<file path="src/sv/pev_pkg.sv">
`default_nettype none

package pev_pkg;

    // Coefficient register file and the number of terms in use
    localparam int NUM_COEFS  = 8;
    localparam int TERMS      = 8;
    localparam int USED_TERMS = (TERMS > NUM_COEFS) ? NUM_COEFS : ((TERMS < 1) ? 1 : TERMS);
    localparam int STEPS      = USED_TERMS - 1;
    localparam int COEF_IDX_W = $clog2(NUM_COEFS);

    // Q16.16 arithmetic
    localparam int DATA_W    = 32;
    localparam int PROD_W    = 2 * DATA_W;
    localparam int FRAC_BITS = 16;
    localparam int RND_W     = PROD_W - FRAC_BITS;

    localparam logic signed [DATA_W-1:0] SAT_MAX = {1'b0, {(DATA_W-1){1'b1}}};
    localparam logic signed [DATA_W-1:0] SAT_MIN = {1'b1, {(DATA_W-1){1'b0}}};

    // Three register stages per Horner step: multiply, round, add
    localparam int STAGES_PER_STEP = 3;
    localparam int NUM_STAGES      = STAGES_PER_STEP * STEPS;

    // Running value between Horner steps
    typedef struct packed {
        logic signed [DATA_W-1:0] acc;
        logic signed [DATA_W-1:0] x;
        logic                     ovf;
    } step_t;

    // Full product after the multiplier
    typedef struct packed {
        logic signed [PROD_W-1:0] prod;
        logic signed [DATA_W-1:0] x;
        logic                     ovf;
    } prod_t;

    // Rounded and saturated product
    typedef struct packed {
        logic signed [DATA_W-1:0] term;
        logic signed [DATA_W-1:0] x;
        logic                     ovf;
    } rnd_t;

endpackage

`default_nettype wire

</file>
<file path="src/sv/pev_mul_stage.sv">
`default_nettype none

module pev_mul_stage
    import pev_pkg::*;
(
    input  wire logic  clk,
    input  wire logic  rst_n,
    input  wire logic  in_valid,
    output logic       in_stall,
    input  wire step_t in_data,
    output logic       out_valid,
    input  wire logic  out_stall,
    output prod_t      out_data
);

    logic  valid_reg;
    prod_t data_reg;
    prod_t data_next;

    // Hold while a valid item waits downstream
    assign in_stall = valid_reg & out_stall;

    // Form the exact product of the running value and the argument
    always_comb
    begin
        data_next.prod = in_data.acc * in_data.x;
        data_next.x    = in_data.x;
        data_next.ovf  = in_data.ovf;
    end

    always_ff @(posedge clk or negedge rst_n)
    begin
        if (!rst_n)
        begin
            valid_reg <= 1'b0;
        end
        else if (!in_stall)
        begin
            valid_reg <= in_valid;
        end
    end

    always_ff @(posedge clk)
    begin
        if (!in_stall && in_valid)
        begin
            data_reg <= data_next;
        end
    end

    assign out_valid = valid_reg;
    assign out_data  = data_reg;

endmodule

`default_nettype wire

</file>
<file path="config.mk">
export PLATFORM = sky130hd
export DESIGN_NAME = pev_mul_stage
export DESIGN_NICKNAME = d
export VERILOG_FILES = /design/src/sv/pev_pkg.sv /design/src/sv/pev_mul_stage.sv
export SDC_FILE = /design/constraint.sdc
export NUM_CORES = 2
export LEC_CHECK = 0
export BUFFER_PORTS_ARGS = -buffer_cell sky130_fd_sc_hd__buf_2
export CAP_MARGIN = 20
export CORE_ASPECT_RATIO = 0.75
export CORE_MARGIN = 4
export CORE_UTILIZATION = 45
export CTS_BUF_LIST = sky130_fd_sc_hd__clkbuf_8
export DETAILED_ROUTE_END_ITERATION = 6
export PLACE_DENSITY = 0.7
export SYNTH_ARGS = -nofsm -noshare
export SYNTH_HDL_FRONTEND = slang
export SYNTH_SLANG_ARGS = --single-unit
</file>
<file path="constraint.sdc">
create_clock -name clk -period 13.5 [get_ports clk]
set_input_delay 1.35 -clock clk [delete_from_list [all_inputs] [get_ports clk]]
set_output_delay 1.35 -clock clk [all_outputs]
set_load 0.005 [all_outputs]
</file>
==> After elaboration in Yosys (flattened, before gate mapping) <==
Cells that the tools add are included.
{ "op_classes": {"n_bitwise": 1, "n_reduce_logical": 2, "multipliers": 1} }
{ "op_table": {"columns": ["operator", "count"], "rows": [
  ["$mul 32x32->64", 1],
  ["$and 1x1->1", 1],
  ["$logic_and 1x1->1", 1],
  ["$logic_not 1->1", 1]
]} }
{ "word_totals": {"reg_bits": 98, "out_inout_bits": 99, "word_cells": 8, "in_bits": 69} }

==> Logic depth before layout (Yosys ltp) <==
{ "depth": {"word_depth": 3, "depth_mapped": 29, "depth_no_buf": 27} }

==> Worst setup path after synthesis <==
OpenSTA, ideal clock, no wires.
{ "synth_timing": {"path_type": "input-to-reg", "from": "in in_data[64] (netlist name)", "to": "reg data_reg, in the netlist out_data[93] (data pin)", "setup_time_ns": 0.259, "required_time_ns": 13.241, "path_buffers": 2, "t_arrival_ns": 8.422, "stages": 28, "setup_slack_ns": 4.819, "path_cell_list": "clkbuf_1 nand2_1 inv_1 fa_1 inv_1 fa_1 inv_1 fa_1 fa_1 inv_1 fa_1 inv_1 fa_1 inv_1 fa_1 fa_1 inv_1 ha_1 clkbuf_1 a21o_1 a21o_1 a21o_1 a21o_1 a21o_1 a21oi_1 o31ai_1 a21oi_1 xnor2_1"} }
{ "synth_rtl": {"columns": ["element", "line_no", "text"], "rows": [
  ["from (decl)", "pev_mul_stage.sv:10", "input wire step_t in_data,"],
  ["to (signal assigned)", "pev_mul_stage.sv:47", "data_reg <= data_next;"],
  ["to (decl)", "pev_mul_stage.sv:17", "prod_t data_reg;"]
]} }

==> impl_metrics.env <==
export IMPL_root_buffer="sky130_fd_sc_hd__clkbuf_8"
export IMPL_worstSkewPairLatency_ns=0.51
export IMPL_grt_pass1_wl_mm=172
export IMPL_post_synth_top_count_cell="sky130_fd_sc_hd__fa_1"
export IMPL_synth_top_cells_by_area="sky130_fd_sc_hd__fa_1, sky130_fd_sc_hd__inv_1, sky130_fd_sc_hd__and2_1, sky130_fd_sc_hd__edfxtp_1, sky130_fd_sc_hd__ha_1"
export IMPL_global_route_usage_total_pct=24.6
export IMPL_slew_headroom_pct=38.3
export IMPL_layout_drive_gt1_share_pct=5.79
export IMPL_worstReg2RegStart="out_valid"
export IMPL_post_cts_setup_driven_buffer_insertion_count=0
export IMPL_final_net_count=5251
export IMPL_finClkSkew_ns=0.0346
export IMPL_cts_buffers_inserted=9
export IMPL_rsz_0062_raised_after_global_routing="no"
export IMPL_critical_path_startpoint_type="input port"
export IMPL_hold_class="in -> async"
export IMPL_drtPass1Iterations=5
export IMPL_post_cts_resized_instances=0
export IMPL_criticalPathCategory="in -> reg"
export IMPL_worst_ep_arrival_time_ns=9.38
export IMPL_numClockSinks=98
export IMPL_reg2reg_setup_slack_ns=10.94
export IMPL_final_hold_violations=0
export IMPL_first_global_vias=28600
export IMPL_synth_edff_count=97
export IMPL_port_buffers=167
export IMPL_cp_data_required_time_ns=13.76
export IMPL_synth_async_sr_flop_share_pct=1.02
export IMPL_grt_max_degree=51
export IMPL_outcome="finished, final reports clean"
export IMPL_post_synth_top_area_fraction_pct=55.4
export IMPL_std_cell_rows=93
export IMPL_mappedNetlistArea_um2=39100
export IMPL_synth_commonest_cells="sky130_fd_sc_hd__fa_1, sky130_fd_sc_hd__inv_1, sky130_fd_sc_hd__and2_1, sky130_fd_sc_hd__nand2_1, sky130_fd_sc_hd__clkbuf_1"
export IMPL_critical_path_peak_fanout=33
export IMPL_drt_wl_total_mm=107
export IMPL_fp_dieArea_um2=91700
export IMPL_post_drt_wl_per_cell_um=21.1
export IMPL_antenna_found_initial=5
export IMPL_cts_tree="built"
export IMPL_setup_viol_count_final=0
export IMPL_flip_flop_and_latch_count_after_synthesis=98
export IMPL_upper_clock_frequency_limit_mhz=110
export IMPL_cts_hold_buf=0
export IMPL_avgSynthCellArea_um2=9.93
export IMPL_layout_min_cycle_time_ns=9.12
export IMPL_clock_edge_transition_at_the_registers_on_the_reported_setup_and_hold_paths_ns=0.14
export IMPL_remaining_antenna_violation_count_after_routing=0
export IMPL_drcViolationCount=0
export IMPL_tns_ns=0
export IMPL_end_kind="flip-flop"
export IMPL_distinct_cell_type_count_after_synthesis=74
export IMPL_netlist_instances=3935
export IMPL_cts_root_to_sink_buffers=2
export IMPL_r2r_cells=4
export IMPL_drt_iter0_markers=2229
export IMPL_floorplan_io_pins=168
export IMPL_cap_viol_max_count=0
export IMPL_gpl_final_weighted_congestion=0.893
export IMPL_synth_sequential_area_ratio_pct=7.52
export IMPL_timing_hold_ws_ns=0.622
export IMPL_vias=26300
export IMPL_fin_crit_sh_pct=67.5
export IMPL_synthesis_nets=5270
export IMPL_clock_tree_htree_level_count=3
export IMPL_dieWidth_um=348
export IMPL_routed_vias_inst=5.20
export IMPL_synth_main_ff_cell="sky130_fd_sc_hd__edfxtp_1"
export IMPL_synth_yosys_warnings=0
export IMPL_rr_endpoint="out_data[14]"
export IMPL_yosysTopAreaCell="sky130_fd_sc_hd__fa_1"
export IMPL_final_util_pct=47.5
export IMPL_area_delta_synth_final_pct=4.56
export IMPL_tightest_slew_ns=0.925
export IMPL_detailedPlacementHpwl_mm=85.6
export IMPL_core_region_area_um2=86000
export IMPL_grt_ovfl_total=0
export IMPL_timing_max_transition_violations_final=0
export IMPL_floorplan_initialDensity_pct=45.5
export IMPL_chipHeight_um=263
==> logic make-up after synthesis <==
kind of cell	after synthesis	synth area share (%)
simple gates	1144	14.7
buf+inv	1159	11.2
compound gates	196	3.64
flops	98	7.52
xor+xnor	71	1.59
fa+ha+maj	1266	61.3
mux	1	0.0256
==> metrics by stage <==
| step | worst slack [ns] | std cells | instance area, um^2 |
|---|---|---|---|
| finish | 4.38 | 5065 | 40900 |
| global route | 4.00 | 5063 | 40900 |
| CTS | 4.44 | 5061 | 40900 |
| detailed placement | 3.88 | 5045 | 40600 |
| global placement | 3.94 | 5045 | 40600 |
| floorplan | 4.82 | 3935 | 39100 |
==> routing by layer <==
metal	GRT usage, %	vias up	routed length [um]
met3	12.6	84	17100
met5	0.890	-	126
met1	36.9	13600	47100
li1	-	11300	-
met4	3.93	4	1400
met2	31.8	1356	41000
==> final cells by class <==
class | count | area, um^2
multi-input cells | 2678 | 31800
inverters | 949 | 3560
fillers | 7922 | 45100
flip-flops and latches | 98 | 2940
clock inverters | 7 | 87.6
diodes | 4 | 10.0
repair buffers | 180 | 933
clock buffers | 9 | 124
well taps | 1140 | 1430
==> critical path, stage by stage <==
cell and delay (ns):
sky130_fd_sc_hd__buf_2 0.58, sky130_fd_sc_hd__nand2_1 0.18, sky130_fd_sc_hd__inv_1 0.17, sky130_fd_sc_hd__fa_1 0.45, sky130_fd_sc_hd__fa_1 0.49, sky130_fd_sc_hd__fa_1 0.92, sky130_fd_sc_hd__fa_1 0.57, sky130_fd_sc_hd__fa_1 0.50
sky130_fd_sc_hd__fa_1 0.50, sky130_fd_sc_hd__fa_1 0.50, sky130_fd_sc_hd__inv_1 0.06, sky130_fd_sc_hd__fa_1 0.50, sky130_fd_sc_hd__inv_1 0.05, sky130_fd_sc_hd__ha_1 0.40, sky130_fd_sc_hd__and3_1 0.24, sky130_fd_sc_hd__nand4_1 0.17
sky130_fd_sc_hd__nor3_1 0.35, sky130_fd_sc_hd__and3_1 0.21, sky130_fd_sc_hd__a32oi_1 0.12, sky130_fd_sc_hd__a21oi_2 0.35, sky130_fd_sc_hd__a31oi_4 0.18, sky130_fd_sc_hd__o31ai_2 0.30, sky130_fd_sc_hd__a211oi_2 0.08, sky130_fd_sc_hd__xnor2_1 0.14
==> layout by cell type (no fill, tap or decap), drive strengths merged, types with 4 or more instances in the layout <==
cell    count
nand3      16
nor2b       8
o21bai      8
nand2     512
ha        184
inv       953
xnor2      46
a211oi      6
xor2       25
fa       1082
a31oi       7
o31ai       5
and3        8
o21a        9
and2      517
buf       180
diode       4
nor3        6
clkbuf      9
o21ai      31
a21o       36
nand2b     13
edfxtp     97
a21oi      57
nor2       44
nand4       9
==> how the worst max path moves through the flow <==
stage                   end         from  cells past startpoint  slack (ns)
2_1_floorplan  out_data[93]  in_data[64]                     28        4.82
3_5_place_dp   out_data[95]   in_data[3]                     25        3.88
3_3_place_gp   out_data[95]   in_data[3]                     25        3.94
6_report       out_data[95]   in_data[3]                     24        4.38
4_1_cts        out_data[95]   in_data[3]                     25        4.44
5_1_grt        out_data[94]   in_data[3]                     24        4.00
==> sequential cells by signal, indices dropped and copies added, names as in the netlist <==
name and count:
out_valid 1, out_data 97
Power is left out: the tool's default activity adds up to more than one toggle a clock period on the data nets, which glitch-free logic cannot reach.
