### src/sv/pev_pkg.sv
`default_nettype none

package pev_pkg;

    // Coefficient register file and the number of terms in use
    localparam int NUM_COEFS  = 8;
    localparam int TERMS      = 8;
    localparam int USED_TERMS = (TERMS > NUM_COEFS) ? NUM_COEFS : ((TERMS < 1) ? 1 : TERMS);
    localparam int STEPS      = USED_TERMS - 1;
    localparam int COEF_IDX_W = $clog2(NUM_COEFS);

    // Q16.16 arithmetic
    localparam int DATA_W    = 32;
    localparam int PROD_W    = 2 * DATA_W;
    localparam int FRAC_BITS = 16;
    localparam int RND_W     = PROD_W - FRAC_BITS;

    localparam logic signed [DATA_W-1:0] SAT_MAX = {1'b0, {(DATA_W-1){1'b1}}};
    localparam logic signed [DATA_W-1:0] SAT_MIN = {1'b1, {(DATA_W-1){1'b0}}};

    // Three register stages per Horner step: multiply, round, add
    localparam int STAGES_PER_STEP = 3;
    localparam int NUM_STAGES      = STAGES_PER_STEP * STEPS;

    // Running value between Horner steps
    typedef struct packed {
        logic signed [DATA_W-1:0] acc;
        logic signed [DATA_W-1:0] x;
        logic                     ovf;
    } step_t;

    // Full product after the multiplier
    typedef struct packed {
        logic signed [PROD_W-1:0] prod;
        logic signed [DATA_W-1:0] x;
        logic                     ovf;
    } prod_t;

    // Rounded and saturated product
    typedef struct packed {
        logic signed [DATA_W-1:0] term;
        logic signed [DATA_W-1:0] x;
        logic                     ovf;
    } rnd_t;

endpackage

`default_nettype wire

### src/sv/pev_rnd_stage.sv
`default_nettype none

module pev_rnd_stage
    import pev_pkg::*;
(
    input  wire logic  clk,
    input  wire logic  rst_n,
    input  wire logic  in_valid,
    output logic       in_stall,
    input  wire prod_t in_data,
    output logic       out_valid,
    input  wire logic  out_stall,
    output rnd_t       out_data
);

    logic                    valid_reg;
    rnd_t                    data_reg;
    rnd_t                    data_next;
    logic signed [RND_W-1:0] rounded;
    logic                    in_range;

    assign in_stall = valid_reg & out_stall;

    // Round to nearest, ties up: drop the fraction and add its top bit
    assign rounded = in_data.prod[PROD_W-1:FRAC_BITS]
                   + {{(RND_W-1){1'b0}}, in_data.prod[FRAC_BITS-1]};

    // In range when the result's sign bit and all bits above it agree
    assign in_range = (&rounded[RND_W-1:DATA_W-1]) | ~(|rounded[RND_W-1:DATA_W-1]);

    // Clamp to the 32-bit range and flag it
    always_comb
    begin
        if (in_range)
        begin
            data_next.term = rounded[DATA_W-1:0];
        end
        else if (rounded[RND_W-1])
        begin
            data_next.term = SAT_MIN;
        end
        else
        begin
            data_next.term = SAT_MAX;
        end
        data_next.x   = in_data.x;
        data_next.ovf = in_data.ovf | ~in_range;
    end

    always_ff @(posedge clk or negedge rst_n)
    begin
        if (!rst_n)
        begin
            valid_reg <= 1'b0;
        end
        else if (!in_stall)
        begin
            valid_reg <= in_valid;
        end
    end

    always_ff @(posedge clk)
    begin
        if (!in_stall && in_valid)
        begin
            data_reg <= data_next;
        end
    end

    assign out_valid = valid_reg;
    assign out_data  = data_reg;

endmodule

`default_nettype wire

### config.mk
export PLATFORM = sky130hd
export DESIGN_NAME = pev_rnd_stage
export DESIGN_NICKNAME = d
export VERILOG_FILES = /design/src/sv/pev_pkg.sv /design/src/sv/pev_rnd_stage.sv
export SDC_FILE = /design/constraint.sdc
export NUM_CORES = 1
export LEC_CHECK = 0
export ABC_AREA = 1
export BUFFER_PORTS_ARGS = -buffer_cell sky130_fd_sc_hd__buf_2
export CAP_MARGIN = 10
export CELL_PAD_IN_SITES_DETAIL_PLACEMENT = 1
export CELL_PAD_IN_SITES_GLOBAL_PLACEMENT = 2
export CORE_MARGIN = 2
export CORE_UTILIZATION = 27
export CTS_BUF_LIST = sky130_fd_sc_hd__clkbuf_4
export CTS_CLUSTER_SIZE = 25
export DETAILED_ROUTE_END_ITERATION = 7
export GPL_TIMING_DRIVEN = 0
export PLACE_DENSITY_LB_ADDON = 0.1
export SLEW_MARGIN = 10
export SYNTH_ARGS = -nofsm -noshare
export SYNTH_HDL_FRONTEND = slang
export SYNTH_SLANG_ARGS = --single-unit
export TNS_END_PERCENT = 50
### constraint.sdc
create_clock -name clk -period 4.1 [get_ports clk]
set_input_delay 0.82 -clock clk [delete_from_list [all_inputs] [get_ports clk]]
set_output_delay 0.82 -clock clk [all_outputs]
set_load 0.01 [all_outputs]
# ---- Yosys cells after proc, flatten, opt, wreduce, memory -nomap -nowiden
# Cells that the tools add are included.
dict set report op_classes {
  mux 2
  addsub 1
  n_bitwise 5
  n_reduce_logical 4
}
# operator count
set op_table {}
lappend op_table {{$mux W32} 2}
lappend op_table {{$add A48 B1 Y48} 1}
lappend op_table {{$reduce_and A17 Y1} 1}
lappend op_table {{$reduce_or A17 Y1} 1}
lappend op_table {{$not A1 Y1} 2}
lappend op_table {{$or A1 B1 Y1} 2}
lappend op_table {{$and A1 B1 Y1} 1}
lappend op_table {{$logic_and A1 B1 Y1} 1}
lappend op_table {{$logic_not A1 Y1} 1}
dict set report totals {
  inputBits 101
  wordCells 16
  output_inout_bits 67
  reg_bits 66
}

# ---- Depth between registers and ports, before layout
dict set report depth {
  depth_word 6
  ltp_mapped 18
  mapped_depth_nobuf 17
}

# ---- Worst setup path after synthesis
# No wires, ideal clock.
dict set report synth_path {
  path_type {input to register}
  startpoint {input out_stall}
  endpoint {register data_reg (netlist bit out_data[0]), enable pin}
  arrival_time_ns 3.684
  required_time_ns 3.612
  path_stages 3
  path_slack_ns -0.073
  n_path_buf 0
  path_cell_list {nand2_1 -> inv_1 -> nor2_1}
}
dict set report synth_via {
  elab_chain_cells 3
}
# item line
set synth_lines {}
lappend synth_lines {{from (decl)} pev_rnd_stage.sv:12} ;# input wire logic out_stall,
lappend synth_lines {{$and A1 B1 Y1} pev_rnd_stage.sv:22} ;# assign in_stall = valid_reg & out_stall;
lappend synth_lines {{net in_stall} pev_rnd_stage.sv:9} ;# output logic in_stall,
lappend synth_lines {{$logic_not A1 Y1} pev_rnd_stage.sv:64} ;# if (!in_stall && in_valid)
lappend synth_lines {{$logic_and A1 B1 Y1} pev_rnd_stage.sv:64}
lappend synth_lines {{to (signal assigned)} pev_rnd_stage.sv:66} ;# data_reg <= data_next;
lappend synth_lines {{to (decl)} pev_rnd_stage.sv:17} ;# rnd_t data_reg;
# The timed path passes the listed nets, and every way through them passes these cells.
# A chain may end at the register's enable or synchronous reset.

==> impl_metrics.json <==
{
  "multi_input_area_sq_um": 1920,
  "cts_tree": "done",
  "synthTopCellsByArea": "edfxtp_1 (48%), nand2_1 (18%), nor2_1 (7.3%)",
  "n_antenna_cell": 0,
  "clock_latency_ns": 0.45,
  "finalNetCount": 774,
  "grt_max_degree": 33,
  "status": "finished, final reports clean",
  "initialDrtViolationCount": 165,
  "drcViolationCount": 0,
  "cts_setup_buffers": 0,
  "finalHoldViolCount": 0,
  "syn-num-nets": 609,
  "clkPwrFrac": 0.272,
  "ys_seq_area_frac": 0.482,
  "postSynthAreaPerCell_sq_um": 8.11,
  "fp.dieH_um": 127,
  "grt_util_all_layers": 0.171,
  "layoutNonFillerInstCount": 864,
  "min_path_type": "in -> async",
  "cp.required_ns": 4.28,
  "syn_inst": 506,
  "wirelength_mm": 13.6,
  "drive_above_1_share": 0.314,
  "ir_drop_uv": 104,
  "first_global_vias": 4011,
  "p_int_mw": 1.02,
  "sw_frac_of_total": 0.291,
  "yosysUniqueCellTypes": 23,
  "n_fill_cell": 1882,
  "critical_path_class": "in -> reg",
  "fin_crit_sh": 0.718,
  "yosysTopAreaCell": "edfxtp_1",
  "cts_root_buf": "clkbuf_4",
  "coreArea_sq_um": 15000,
  "clockBufferDepth": 2,
  "slew_headroom": 0.679,
  "ios": 168,
  "final-seq-area_sq_um": 1980,
  "max_freq_mhz": 340,
  "setup_viol": 0,
  "crit_path_end_kind": "register",
  "p_leak_nw": 2.35,
  "sequentialPowerShare": 0.552,
  "synth-warning-count": 0,
  "ys_ff_latch": 66,
  "hpwl_mm": 11.6,
  "cp_max_fo": 10,
  "dp_cells": 848,
  "die_area_sq_um": 16200,
  "cts_resized": 0,
  "grt_overflow": 0,
  "cts_inserted_buffers": 9,
  "antenna_found_initial": 0,
  "p_comb_frac": 0.175,
  "die_x_um": 127,
  "power_density_nw_per_um2": 273,
  "synth_area_sq_um": 4110,
  "start_util": 0.273,
  "htree_levels": 3,
  "rows": 45,
  "clk_pin_slew_ns": 0.15,
  "critPathArrivalTime_ns": 3.12,
  "detailedPlace.worstSlack_ns": 0.634,
  "skew_ns": 0.0452,
  "fin_tns_setup_ns": 0,
  "cts.sinks": 66,
  "antenna_left": 0,
  "syn_to_final_growth_pct": 28.5,
  "via_count": 3859,
  "cts.hold.buffers_added": 0,
  "maxSlewViolCount": 0,
  "cap_viol_max_count": 0,
  "crit_path_start_kind": "input port",
  "io_buffers": 152,
  "grt_setup_unrepaired": "false",
  "synthDominantCellAreaShare": 0.475,
  "worst-slew-pin-transition_ns": 0.480,
  "viasPerCell": 4.47,
  "dr.pass1.iters": 4,
  "fin_ws_ns": 1.16,
  "detail_route.wl_per_cell_um": 15.7,
  "grt_pass1_wl_mm": 21.0,
  "p_sw_mw": 0.419,
  "place_congestion": 0.837,
  "fin_crit_ns": 2.94
}
-- power groups by stage --
stage | combinational (mW) | clock, mW | sequential (mW)
after CTS | 0.258 | 0.416 | 0.795
after detailed placement | 0.258 | 0 | 0.811
after global routing | 0.284 | 0.441 | 0.798
after floorplan | 0.105 | 0 | 0.833
final | 0.252 | 0.392 | 0.795
after global placement | 0.245 | 0 | 0.812
-- state kept, by name (all words and copies together) (netlist names) --
name       flops
out_valid      1
out_data      65
-- final cells by class --
type / count / area share
inverter: 39 / 0.0278
multi-input combinational: 395 / 0.364
clock buffer: 10 / 0.0142
tap: 188 / 0.0446
sequential: 66 / 0.375
buffer: 6 / 0.0135
timing repair buffer: 154 / 0.153
clock inverter: 6 / 0.00807
-- critical path, stage by stage --
cell and delay [ns]:
buf_2 0.08, ha_1 0.16, ha_1 0.18, inv_1 0.09, nor2_4 0.24, nand2_2 0.15, nor2_4 0.29, nand3_1 0.11
nand2_1 0.08, nand2_1 0.07, nor2_1 0.11, nand2_1 0.06, nor2_1 0.13, nand2_1 0.08, nand2_2 0.22, buf_6 0.18
nand2_1 0.06
-- cell usage after synthesis --
library cell / instances
xnor2_1: 16
nand2_1: 202
buf_6: 5
o21ai_1: 1
nor2_2: 7
nand3_1: 23
nor2_1: 80
nand3b_4: 1
ha_1: 2
buf_8: 1
nand2_4: 2
inv_2: 1
nand2_2: 16
xnor2_4: 1
nand3b_1: 4
inv_1: 38
dfrtp_1: 1
edfxtp_1: 65
nor2_4: 6
nand4_1: 17
nor3_1: 3
nor2_8: 1
xor2_1: 13
-- metal layers --
layer	wire (um)	vias up	GRT usage
li1	-	1959	-
met1	6290	1758	0.216
met2	6280	123	0.292
met3	694	19	0.0281
met4	338	0	0.0698
met5	0	-	0
-- layout by cell type, fill, tap and decap left out, types with 10 or more instances in the layout --
master	netlist	layout
nand2_2	16	16
buf_2	0	152
nand4_1	17	17
nand2_1	202	202
nor2_1	80	79
nand3_1	23	23
edfxtp_1	65	65
inv_1	38	38
xnor2_1	16	16
xor2_1	13	13
clkbuf_4	0	10
-- cells by family (layout without fill, tap and decap cells) --
family,after synthesis,after routing,synth area share
and+or+nand+nor,362,362,0.390
DFF,66,66,0.482
buffers and inverters,45,215,0.0530
xor gates and xnor gates,30,30,0.0686
adders and majority gates,2,2,0.00609
AOI/OAI and AO/OA,1,1,0.00122
-- final timing paths --
check / startpoint / endpoint / slack [ns] / cells past startpoint
hold / removal: rst_n / out_valid / 0.10 / 1
setup reg to reg: out_valid / out_data[43] / 2.53 / 4
setup / recovery: in_data[48] / out_data[59] / 1.16 / 17
hold reg to reg: out_valid / out_valid / 0.52 / 2
max in group asynchronous: rst_n / out_valid / 3.91 / 1
min in group clk: out_valid / out_valid / 0.52 / 2
-- through the flow --
step | utilization | total power [mW] | hold slack, ns | cell area (sq um)
6_report | 0.351 | 1.44 | 0.104 | 5270
5_1_grt | 0.351 | 1.52 | 0.0589 | 5270
4_1_cts | 0.351 | 1.47 | 0.0617 | 5270
3_5_place_dp | 0.343 | 1.07 | 0.486 | 5160
3_3_place_gp | 0.339 | 1.06 | 0.467 | 5100
2_1_floorplan | - | 0.938 | 0.524 | 4110
(Power assumes the default switching activity.)
