File: config.mk
export PLATFORM = sky130hd
export DESIGN_NAME = pev_add_stage
export DESIGN_NICKNAME = d
export VERILOG_FILES = /design/src/sv/pev_pkg.sv /design/src/sv/pev_add_stage.sv
export SDC_FILE = /design/constraint.sdc
export NUM_CORES = 1
export LEC_CHECK = 0
export BUFFER_PORTS_ARGS = -buffer_cell sky130_fd_sc_hd__clkbuf_2
export CORE_MARGIN = 4
export CORE_UTILIZATION = 45
export DETAILED_ROUTE_END_ITERATION = 10
export HOLD_SLACK_MARGIN = 0.03
export PLACE_DENSITY = 0.77
export SYNTH_ARGS = -nofsm -noshare
export SYNTH_HDL_FRONTEND = slang
export SYNTH_SLANG_ARGS = --single-unit
File: constraint.sdc
create_clock -name clk -period 4.6 [get_ports clk]
set_input_delay 0.46 -clock clk [delete_from_list [all_inputs] [get_ports clk]]
set_output_delay 0.46 -clock clk [all_outputs]
set_load 0.005 [all_outputs]
File: src/sv/pev_pkg.sv
`default_nettype none

package pev_pkg;

    // Coefficient register file and the number of terms in use
    localparam int NUM_COEFS  = 8;
    localparam int TERMS      = 8;
    localparam int USED_TERMS = (TERMS > NUM_COEFS) ? NUM_COEFS : ((TERMS < 1) ? 1 : TERMS);
    localparam int STEPS      = USED_TERMS - 1;
    localparam int COEF_IDX_W = $clog2(NUM_COEFS);

    // Q16.16 arithmetic
    localparam int DATA_W    = 32;
    localparam int PROD_W    = 2 * DATA_W;
    localparam int FRAC_BITS = 16;
    localparam int RND_W     = PROD_W - FRAC_BITS;

    localparam logic signed [DATA_W-1:0] SAT_MAX = {1'b0, {(DATA_W-1){1'b1}}};
    localparam logic signed [DATA_W-1:0] SAT_MIN = {1'b1, {(DATA_W-1){1'b0}}};

    // Three register stages per Horner step: multiply, round, add
    localparam int STAGES_PER_STEP = 3;
    localparam int NUM_STAGES      = STAGES_PER_STEP * STEPS;

    // Running value between Horner steps
    typedef struct packed {
        logic signed [DATA_W-1:0] acc;
        logic signed [DATA_W-1:0] x;
        logic                     ovf;
    } step_t;

    // Full product after the multiplier
    typedef struct packed {
        logic signed [PROD_W-1:0] prod;
        logic signed [DATA_W-1:0] x;
        logic                     ovf;
    } prod_t;

    // Rounded and saturated product
    typedef struct packed {
        logic signed [DATA_W-1:0] term;
        logic signed [DATA_W-1:0] x;
        logic                     ovf;
    } rnd_t;

endpackage

`default_nettype wire

File: src/sv/pev_add_stage.sv
`default_nettype none

module pev_add_stage
    import pev_pkg::*;
(
    input  wire logic                     clk,
    input  wire logic                     rst_n,
    input  wire logic signed [DATA_W-1:0] coef,
    input  wire logic                     in_valid,
    output logic                          in_stall,
    input  wire rnd_t                     in_data,
    output logic                          out_valid,
    input  wire logic                     out_stall,
    output step_t                         out_data
);

    logic                  valid_reg;
    step_t                 data_reg;
    step_t                 data_next;
    logic signed [DATA_W:0] sum;
    logic                  sum_ovf;

    assign in_stall = valid_reg & out_stall;

    // Add the next lower coefficient with one guard bit
    assign sum     = {in_data.term[DATA_W-1], in_data.term} + {coef[DATA_W-1], coef};
    assign sum_ovf = sum[DATA_W] ^ sum[DATA_W-1];

    // Clamp and accumulate the sticky flag
    always_comb
    begin
        if (!sum_ovf)
        begin
            data_next.acc = sum[DATA_W-1:0];
        end
        else if (sum[DATA_W])
        begin
            data_next.acc = SAT_MIN;
        end
        else
        begin
            data_next.acc = SAT_MAX;
        end
        data_next.x   = in_data.x;
        data_next.ovf = in_data.ovf | sum_ovf;
    end

    always_ff @(posedge clk or negedge rst_n)
    begin
        if (!rst_n)
        begin
            valid_reg <= 1'b0;
        end
        else if (!in_stall)
        begin
            valid_reg <= in_valid;
        end
    end

    always_ff @(posedge clk)
    begin
        if (!in_stall && in_valid)
        begin
            data_reg <= data_next;
        end
    end

    assign out_valid = valid_reg;
    assign out_data  = data_reg;

endmodule

`default_nettype wire

## Word-level counts from Yosys, hierarchy flattened

Index checks and enable logic that the tools add are counted.

- Add/subtract/negate cells: 1
- Mux-type cells: 2
- Bitwise gates (word level): 3
- Reduce and logical (&&, ||, !) cells: 2

Operator list:

| kind | count |
|---|---|
| 32-bit 2-to-1 mux | 2 |
| 32-bit by 32-bit adder with 33-bit output | 1 |
| 1-bit AND | 1 |
| 1-bit logical AND | 1 |
| 1-bit zero test | 1 |
| 1-bit bitwise OR | 1 |
| 1-bit XOR | 1 |

- Logic and storage cells: 12
- Bits of input ports: 101
- Output and inout port bits: 67
- Bits in registers: 66

## Logic depth before layout (Yosys ltp)

Gate-level depths: netlist of the first run.

- Depth in word-level cells: 3
- Gate-level depth with buffers: 12
- Gate-level depth less buffers: 11

## Worst setup path before layout of the first run

Ideal clock, no wire load.

- Kind: input to register
- From: input port out_stall
- To: register data_reg, in the netlist out_data[0], enable pin
- Required time: 4.104 ns
- Slack: 0.577 ns
- Arrival time: 3.527 ns
- Stages: 2
- Library setup time: 0.496 ns
- Buffers on the path: 0
- Path through: and2_1 -> nor2b_1

- Longest elaborated chain between the ends: 3

RTL lines:

| item | line | text |
|---|---|---|
| start, declared | pev_add_stage.sv:13 | `input wire logic out_stall,` |
| 1-bit AND | pev_add_stage.sv:23 | `assign in_stall = valid_reg & out_stall;` |
| 1-bit zero test | pev_add_stage.sv:62 | `if (!in_stall && in_valid)` |
| 1-bit logical AND | pev_add_stage.sv:62 |  |
| end signal, assigned | pev_add_stage.sv:64 | `data_reg <= data_next;` |
| end, declared | pev_add_stage.sv:18 | `step_t data_reg;` |

No other way between the ends.
A chain may end at the register's enable or synchronous reset.

==> reports/summary.txt, run 1 <==
worst hold margin: 0.306 ns
layout cells sized above 1: 0.397
Final nets: 655
register area share after synthesis: 0.487
status: finished, final reports clean
Root Driver: clkbuf_8
gpl congestion: 0.897
Post-Syn Instances: 348
Antenna Nets Post-Route: 0
dpl hpwl: 8.34 mm
CP top delay family: compound AO/OA/AOI/OAI gates
Die Area: 10600 um^2
cell accounting for the most synthesized area: edfxtp_1
drt total wl: 9.96 mm
post-placement cell count: 617
clk sinks: 66
CTS buffer count: 9
Setup Skew: 0.00642 ns
Area contributors post-synth: edfxtp_1, ha_1, a21oi_1
CTS resizes: 0
min cycle time layout: 3.09 ns
vias: 3374
top cell type's share of synthesized area: 0.481
setup violators final: 0
fillcell total: 725
CP arrival: 3.26 ns
MaxCap Viol Count: 0
FF+latch count, synth: 66
worst slew pin tran: 0.892 ns
most frequent cells in the layout: clkbuf_2, edfxtp_1, ha_1, a21oi_1, nand2_1
most used cell, CP: a21oi_1
Die W: 103 um
Synthesized Nets: 482
Setup Buffers After CTS: 0
Site Rows: 34
Skew-Pair Late Insertion Delay: 0.32 ns
vias in the first global route: 3147
setup TNS: 0 ns
PwrDens: 339 nW/um^2
Pleak: 2.28 nW
fin cells: 634
commonest non-fill, non-tap cell in the layout: clkbuf_2
wire length per cell: 15.7 um
Initial Utilization: 0.463
Crit Path Max Fanout: 28
Final Hold Viols: 0
detail-routed via count per cell: 5.32
CP peak stage delay: 0.39 ns
Hold Path Class: in -> reg
port bufs: 167
die height: 103 um
RSZ-0062 raised after global routing: false
EDFF count, synth: 65
Max Slew Vio Count: 0
DRC Markers: 0
Clock Path Buffers: 2
DR iter-0 viols: 120
required time worst endpoint: 4.78 ns
largest net degree at the start of global routing: 35
Post-Syn Area: 4060 um^2
Synth Area per Inst: 11.7 um^2
crit end category: flip-flop
initial antenna violation count: 0
Startpoint Class: input port
Tot GR Track Use: 0.177
FMAX: 324 MHz
Clock transition at path regs: 0.07 ns
total gr overflow: 0
drt pass-1 iters: 4
CTS Hold Bufs: 1
ANT cells: 0
final period utilization: 0.671
Yosys Warn Count: 0
main flop type after synthesis: edfxtp_1
CP bufs+invs: 2
CP max-delay cell: fa_1
Area Growth Syn to Fin: 27.7%
CORE AREA: 8760 um^2
critical path type: in -> reg
fraction of registers with async set/reset: 0.0152
global-route wire length before repair: 14.8 mm
Yosys cell types: 60
H-Tree Depth: 3
Top-Level Pins: 168
maximum vdd ir drop: 0.000172 V
slew margin rel.: 0.404
CP Cell Sequence: clkbuf_2 > ha_1 > inv_1 > fa_1 > nand2b_1 > a21oi_1 > a21oi_2 > o32ai_4 > a31oi_2 > a31oi_4 > nand2_4 > a21oi_1
CTS tree: yes
-- area by class of cell --
class | instances | area [um^2] | area share
clock inverters | 7 | 60.1 | 0.0116
well taps | 108 | 135 | 0.0261
clock buffers | 9 | 124 | 0.0239
repair buffers | 169 | 853 | 0.165
inverters | 7 | 26.3 | 0.00507
flip-flops and latches | 66 | 1980 | 0.382
multi-input cells | 268 | 2000 | 0.387
-- metrics by stage --
stage | setup slack (ns) | area [um^2] | power (mW) | utilization
floorplan | 0.577 | 4060 | 1.15 | -
global placement | 1.32 | 4990 | 1.31 | 0.569
detailed placement | 1.20 | 4990 | 1.32 | 0.569
CTS | 1.55 | 5180 | 1.77 | 0.591
global route | 1.30 | 5180 | 1.85 | 0.591
finish | 1.51 | 5180 | 1.75 | 0.591
-- registers in the layout, indices dropped and copies added, names as in the netlist --
name	count
out_data	65
out_valid	1
-- report_power, final --
part,switching (mW),internal (mW)
logic,0.303,0.229
clock network,0.201,0.243
registers,0.0200,0.758
total,0.524,1.23
-- metal layers --
| layer | vias up | global-route usage | routed length, um |
|---|---|---|---|
| met5 | - | 0 | 0 |
| met4 | 0 | 0.0428 | 60 |
| met3 | 6 | 0.0332 | 853 |
| met2 | 144 | 0.311 | 4750 |
| met1 | 1541 | 0.224 | 4300 |
| li1 | 1683 | - | - |
-- cells in the mapped netlist (all sizes together), types with 2 or more instances --
master   instances
a41oi            3
xnor2           16
nand4            4
a311oi           2
and3             8
or2              3
o21ai           43
o211ai           2
nand2b           4
nand3            4
a21oi           32
o21a             4
buf              5
nor2            14
a21o             9
xor2            15
nor2b            4
a211oi           2
edfxtp          65
ha              32
maj3             3
o31ai            2
nand2           29
and2             4
o21bai           5
a2111oi          3
clkbuf           2
inv              7
a31oi            6
-- cells by family after synthesis --
| group | Yosys count | synth area share |
|---|---|---|
| xor gates and xnor gates | 31 | 0.0688 |
| AOI/OAI and AO/OA | 124 | 0.215 |
| adders and majority gates | 36 | 0.111 |
| and+or+nand+nor | 77 | 0.0977 |
| DFF | 66 | 0.487 |
| buffers and inverters | 14 | 0.0207 |
-- worst paths after layout --
path	startpoint	endpoint	slack [ns]	cells past startpoint
max reg2reg	out_valid	out_data[21]	2.44	3
min	in_data[7]	out_data[7]	0.31	1
min reg2reg	out_valid	out_valid	0.73	2
min in group asynchronous	rst_n	out_valid	0.43	2
max in group asynchronous	rst_n	out_valid	4.09	2
max	in_data[33]	out_data[40]	1.51	12
-- worst register-to-register path, delay by kind of cell, from the launching register on --
family / cells / cell delay [ns]
DFF: 1 / 0.38
buffers and inverters: 1 / 0.52
and+or+nand+nor: 2 / 0.91
Note: power is estimated with default switching activity, not from simulation.
==> run 2: changes to the inputs <==
- clock period: 4.6 -> 3 ns (I/O delays scaled with it)
==> run 2 against run 1 <==
  * Clock power up 60%
  * Cell area up 1.9%
  * Die area unchanged
  * Count of clock-buffer cells in the layout up 2
  * Critical path depth unchanged
  * Largest cell class unchanged
==> reports/summary.txt, run 2 (same netlist as run 1, synthesis figures left out) <==
MaxCap Viol Count: 0 (unchanged)
Setup Buffers After CTS: 0 (unchanged)
dpl hpwl: 8.25 mm (was 8.34 mm)
commonest non-fill, non-tap cell in the layout: clkbuf_2 (unchanged)
H-Tree Depth: 3 (unchanged)
clock share of power: 0.258 (was 0.253)
Pleak: 2.33 nW (was 2.28 nW)
required time worst endpoint: 3.06 ns (was 4.78 ns)
DRC Markers: 0 (unchanged)
footprint of the multi-input gates: 2000 um^2 (unchanged)
Placed Area: 5070 um^2 (was 4990 um^2)
worst hold margin: 0.140 ns (was 0.306 ns)
final period utilization: 0.888
CP Cell Sequence: clkbuf_2 > ha_1 > inv_1 > fa_1 > nand2b_1 > a21oi_1 > a21oi_2 > o32ai_4 > a311oi_1 > a311oi_2 > xnor2_1 > o21ai_0 (was clkbuf_2 > ha_1 > inv_1 > fa_1 > nand2b_1 > a21oi_1 > a21oi_2 > o32ai_4 > a31oi_2 > a31oi_4 > nand2_4 > a21oi_1)
CORE AREA: 8760 um^2 (unchanged)
fin cells: 644 (was 634)
Largest register FFs: 65 (unchanged)
port bufs: 167 (unchanged)
Switching Share: 0.293 (was 0.299)
slew margin rel.: 0.665 (was 0.404)
CTS buffer count: 9 (unchanged)
total gr overflow: 0 (unchanged)
drt pass-1 iters: 4 (unchanged)
Max Slew Vio Count: 0 (unchanged)
min cycle time layout: 2.66 ns
die height: 103 um (unchanged)
Clock Path Buffers: 2 (unchanged)
Crit Path Max Fanout: 7 (was 28)
layout cells sized above 1: 0.410 (was 0.397)
worst slew pin tran: 0.497 ns (was 0.892 ns)
sequential power share: 0.434 (was 0.443)
CP max-delay cell: fa_1 (unchanged)
most frequent cells in the layout: clkbuf_2, edfxtp_1, ha_1, a21oi_1, nand2_1 (unchanged)
gpl congestion: 0.859 (was 0.897)
Top-Level Pins: 168 (unchanged)
CP peak stage delay: 0.39 ns (about the same)
initial antenna violation count: 0 (unchanged)
CP bufs+invs: 2 (unchanged)
Die Area: 10600 um^2 (unchanged)
DR iter-0 viols: 196 (was 120)
Final nets: 665 (was 655)
final core utilization: 0.603 (was 0.591)
Hold Path Class: in -> reg (unchanged)
status: finished, final reports clean (unchanged)
Setup Skew: 0.00719 ns (was 0.00642 ns)
Clock transition at path regs: 0.07 ns (about the same)
maximum vdd ir drop: 0.000174 V (was 0.000172 V)
combinational power share: 0.308 (was 0.303)
fillcell total: 733 (was 725)
PwrDens: 520 nW/um^2 (was 339 nW/um^2)
Site Rows: 34 (unchanged)
CTS tree: yes (unchanged)
largest net degree at the start of global routing: 35 (unchanged)
ANT cells: 0 (unchanged)
CP arrival: 2.72 ns (was 3.26 ns)
clk sinks: 66 (unchanged)
wire length per cell: 15.3 um (was 15.7 um)
Initial Utilization: 0.463 (unchanged)
setup violators final: 0 (unchanged)
global-route wire length before repair: 15.2 mm (was 14.8 mm)
Startpoint Class: input port (unchanged)
Skew-Pair Late Insertion Delay: 0.33 ns (was 0.32 ns)
Final Instance Area: 5280 um^2 (was 5180 um^2)
Pint: 1.94 mW (was 1.23 mW)
vias: 3428 (was 3374)
Die W: 103 um (unchanged)
RSZ-0062 raised after global routing: false (unchanged)
NetSw: 0.805 mW (was 0.524 mW)
Register Area: 1980 um^2 (unchanged)
Root Driver: clkbuf_8 (unchanged)
vias in the first global route: 3269 (was 3147)
Tot GR Track Use: 0.182 (was 0.177)
critical path type: in -> reg (unchanged)
detail-routed via count per cell: 5.32 (about the same)
CP top delay family: compound AO/OA/AOI/OAI gates (unchanged)
Final Hold Viols: 0 (unchanged)
drt total wl: 9.85 mm (was 9.96 mm)
Area Growth Syn to Fin: 30.1% (was 27.7%)
crit end category: flip-flop (unchanged)
FMAX: 375 MHz
post-placement cell count: 627 (was 617)
Antenna Nets Post-Route: 0 (unchanged)
==> run 2: worst register-to-register path, stage by stage (launching register included) <==
cell and delay (ns):
dfrtp_1 0.39, and2_1 0.20, nor2b_4 0.12, buf_4 0.37
==> run 2: cell type report <==
type	instances	area share
Multi-Input combinational cell	268	0.380
Tap cell	108	0.0256
Inverter	7	0.00498
Clock inverter	5	0.0104
Clock buffer	11	0.0268
Timing Repair Buffer	179	0.178
Sequential cell	66	0.374
==> run 2: what timing repair did <==
| item | 4_1_cts | 5_1_grt |
|---|---|---|
| gates resized for setup | 0 | 0 |
| hold buffers | 1 | 0 |
| endpoints found under the hold margin | 1 | 0 |
==> run 2: routing by layer <==
layer,up-vias,global-route usage,part of all wire
li1,1708,-,-
met1,1556,0.234,0.42
met2,149,0.305,0.47
met3,15,0.0379,0.091
met4,0,0.0667,0.022
met5,-,0,0
==> run 2: path summary, 6_finish.rpt <==
kind	depth (start not counted)	end	slack [ns]	startpoint
setup / recovery	12	out_data[58]	0.34	coef[0]
hold / removal	1	out_data[10]	0.14	in_data[10]
setup reg to reg	3	out_data[51]	1.55	out_valid
hold reg to reg	2	out_valid	0.73	out_valid
max in group asynchronous	2	out_valid	2.62	rst_n
min in group asynchronous	2	out_valid	0.29	rst_n
==> run 2: power groups by stage <==
stage | combinational [mW] | clock, mW | sequential (mW)
final | 0.846 | 0.710 | 1.19
after global routing | 0.948 | 0.771 | 1.20
after CTS | 0.853 | 0.728 | 1.20
after detailed placement | 0.848 | 0 | 1.22
after global placement | 0.829 | 0 | 1.21
after floorplan | 0.539 | 0 | 1.22
==> run 2: metrics by stage <==
step / total power [mW] / setup WS (ns) / TNS, ns
floorplan: 1.76 / 0.260 / 0
global placement: 2.04 / 0.0273 / 0
detailed placement: 2.06 / -0.0408 / -0.156
CTS: 2.78 / 0.313 / 0
global route: 2.92 / 0.0940 / 0
finish: 2.75 / 0.337 / 0
==> run 3: changes to the inputs <==
- CAP_MARGIN: unset -> 20
- clock period: 3 -> 2.8 ns (I/O delays scaled with it)
==> run 3 against run 2 <==
  * Count of clock-buffer cells in the layout grew 3
  * Hold slack got worse by 0.0088 ns
  * Sequential share of layout area fell by 1.3 points
  * Clock skew decreased by 0.00060 ns
  * Die area did not move
  * Setup slack got worse by 0.13 ns
  * Global-route usage is 0.22 points lower
  * Sequential cell count did not move
  * Sequential power up 8%
  * Core utilization grew 2.2 points
  * Final cell count is 3.7% higher
  * Via count up 0.96%
==> reports/summary.txt, run 3 (same netlist as run 1, synthesis figures left out) <==
met1 Use GR: 0.219 (was 0.234)
critical path type: in -> reg (unchanged)
reg2reg end: out_data[50] (was out_data[51])
CORE AREA: 8760 um^2 (unchanged)
required time worst endpoint: 2.98 ns (was 3.06 ns)
NetSw: 0.854 mW (was 0.805 mW)
sequential power share: 0.425 (was 0.434)
largest net degree at the start of global routing: 35 (unchanged)
most used cell, CP: a21oi_1
Hold Path Class: in -> reg (unchanged)
die height: 103 um (unchanged)
Pint: 2.15 mW (was 1.94 mW)
Crit Path Max Fanout: 28 (was 7)
Clock Path Buffers: 2 (unchanged)
RSZ-0062 raised after global routing: false (unchanged)
Final Hold Viols: 0 (unchanged)
global-route wire length before repair: 15.0 mm (was 15.2 mm)
clk sinks: 66 (unchanged)
setup violators final: 0 (unchanged)
min cycle time layout: 2.60 ns
gpl congestion: 0.863 (was 0.859)
CTS tree: yes (unchanged)
slew margin rel.: 0.675 (was 0.665)
initial antenna violation count: 0 (unchanged)
FMAX: 385 MHz
reg-to-reg setup timing slack: 1.35 ns (was 1.55 ns)
Top-Level Pins: 168 (unchanged)
worst slew pin tran: 0.482 ns (was 0.497 ns)
ANT cells: 0 (unchanged)
Startpoint Class: input port (unchanged)
post-placement cell count: 651 (was 627)
Min-Delay Path Depth: 1 (unchanged)
vias: 3461 (was 3428)
Site Rows: 34 (unchanged)
Largest register FFs: 65 (unchanged)
Hold Path Sink: out_data[11] (was out_data[10])
dpl hpwl: 8.63 mm (was 8.25 mm)
port bufs: 167 (unchanged)
maximum vdd ir drop: 0.000287 V (was 0.000174 V)
Final nets: 689 (was 665)
CP peak stage delay: 0.38 ns (was 0.39 ns)
CTS buffer count: 9 (unchanged)
Worst R2R Path Depth: 3 (unchanged)
CP top delay family: compound AO/OA/AOI/OAI gates (unchanged)
Tot GR Track Use: 0.180 (was 0.182)
HP Start: in_data[11] (was in_data[10])
vias in the first global route: 3275 (was 3269)
total gr overflow: 0 (unchanged)
Die W: 103 um (unchanged)
CP bufs+invs: 3 (was 2)
commonest non-fill, non-tap cell in the layout: clkbuf_2 (unchanged)
PwrDens: 549 nW/um^2 (was 520 nW/um^2)
met3 Track Usage GR: 0.0271 (was 0.0379)
final period utilization: 0.927
detail-routed via count per cell: 5.18 (was 5.32)
Root Driver: clkbuf_8 (unchanged)
Setup Buffers After CTS: 0 (unchanged)
Most Crowded Layer GR: met2 (unchanged)
fin cells: 668 (was 644)
final core utilization: 0.624 (was 0.603)
met2 usage: 0.323 (was 0.305)
Reg-to-Reg Start: out_valid (unchanged)
status: finished, final reports clean (unchanged)
layout cells sized above 1: 0.434 (was 0.410)
Clock transition at path regs: 0.07 ns (about the same)
CP Cell Sequence: clkbuf_2 > ha_1 > inv_1 > fa_1 > nand2b_1 > a21oi_1 > buf_4 > a21oi_2 > o32ai_4 > a31oi_2 > a31oi_4 > nand2_4 > a21oi_1 (was clkbuf_2 > ha_1 > inv_1 > fa_1 > nand2b_1 > a21oi_1 > a21oi_2 > o32ai_4 > a311oi_1 > a311oi_2 > xnor2_1 > o21ai_0)
Switching Share: 0.284 (was 0.293)
Max Slew Vio Count: 0 (unchanged)
Pleak: 2.46 nW (was 2.33 nW)
wire length per cell: 15.1 um (was 15.3 um)
most frequent cells in the layout: clkbuf_2, edfxtp_1, buf_4, ha_1, a21oi_1 (was clkbuf_2, edfxtp_1, ha_1, a21oi_1, nand2_1)
MaxCap Viol Count: 0 (unchanged)
drt total wl: 10.1 mm (was 9.85 mm)
CP arrival: 2.77 ns (was 2.72 ns)
Area Growth Syn to Fin: 34.8% (was 30.1%)
CP max-delay cell: fa_1 (unchanged)
fillcell total: 768 (was 733)
crit end category: flip-flop (unchanged)
drt pass-1 iters: 4 (unchanged)
combinational power share: 0.319 (was 0.308)
Antenna Nets Post-Route: 0 (unchanged)
Initial Utilization: 0.463 (unchanged)
Setup Skew: 0.00659 ns (was 0.00719 ns)
DR iter-0 viols: 154 (was 196)
clock share of power: 0.256 (was 0.258)
Final Total Pwr: 3.01 mW (was 2.75 mW)
H-Tree Depth: 3 (unchanged)
Die Area: 10600 um^2 (unchanged)
DRC Markers: 0 (unchanged)
Skew-Pair Late Insertion Delay: 0.32 ns (was 0.33 ns)
run 3: cell types whose count changed in the layout (fill, tap and decap cells not counted):
cell / delta
xnor2_1: -1
xnor2_2: +1
buf_4: +24
clkinvlp_4: -1
clkinv_2: -2
clkbuf_8: +1
clkbuf_1: +2
run 3: area by class of cell:
cell class	count	area, um^2	share of cell area
Clock inverter	2	37.5	0.00686
Sequential cell	66	1980	0.361
Tap cell	108	135	0.0247
Inverter	7	26.3	0.00480
Multi-Input combinational cell	268	2010	0.368
Clock buffer	14	163	0.0297
Timing Repair Buffer	203	1120	0.205
run 3: power groups by stage:
stage          registers [mW]  clock network [mW]  logic, mW
2_1_floorplan            1.31                   0      0.578
3_3_place_gp             1.30                   0      0.939
3_5_place_dp             1.30                   0      0.959
4_1_cts                  1.28               0.791      0.965
5_1_grt                  1.29               0.828       1.06
6_report                 1.28               0.769      0.959
run 3: worst max path at each step:
stage,startpoint,endpoint,depth (start not counted)
final,coef[0],out_data[40],13
after global routing,coef[17],out_data[42],10
after CTS,coef[0],out_data[62],13
after detailed placement,coef[0],out_data[60],13
after global placement,coef[0],out_data[59],13
after floorplan,coef[0],out_data[0],11
run 3: what timing repair did:
action                                  4_1_cts  5_1_grt
hold buffers                                  1        0
resized for setup                             0        1
endpoints found under the setup margin        0        1
hold endpoints to repair                      1        0
run 3: through the flow:
stage | TNS (ns) | hold WS [ns] | cell area [um^2] | setup WS, ns
2_1_floorplan | 0 | -0.0156 | 4060 | 0.0805
3_3_place_gp | -0.336 | 0.0552 | 5250 | -0.0507
3_5_place_dp | -2.11 | 0.0584 | 5250 | -0.142
4_1_cts | 0 | 0.111 | 5460 | 0.196
5_1_grt | 0 | 0.111 | 5470 | 0.0410
6_report | 0 | 0.131 | 5470 | 0.205
run 3: per-layer routing:
metal | share of wire | routed length, um
met3 | 0.083 | 840
met1 | 0.41 | 4140
met2 | 0.49 | 4950
met4 | 0.015 | 148
met5 | 0 | 0
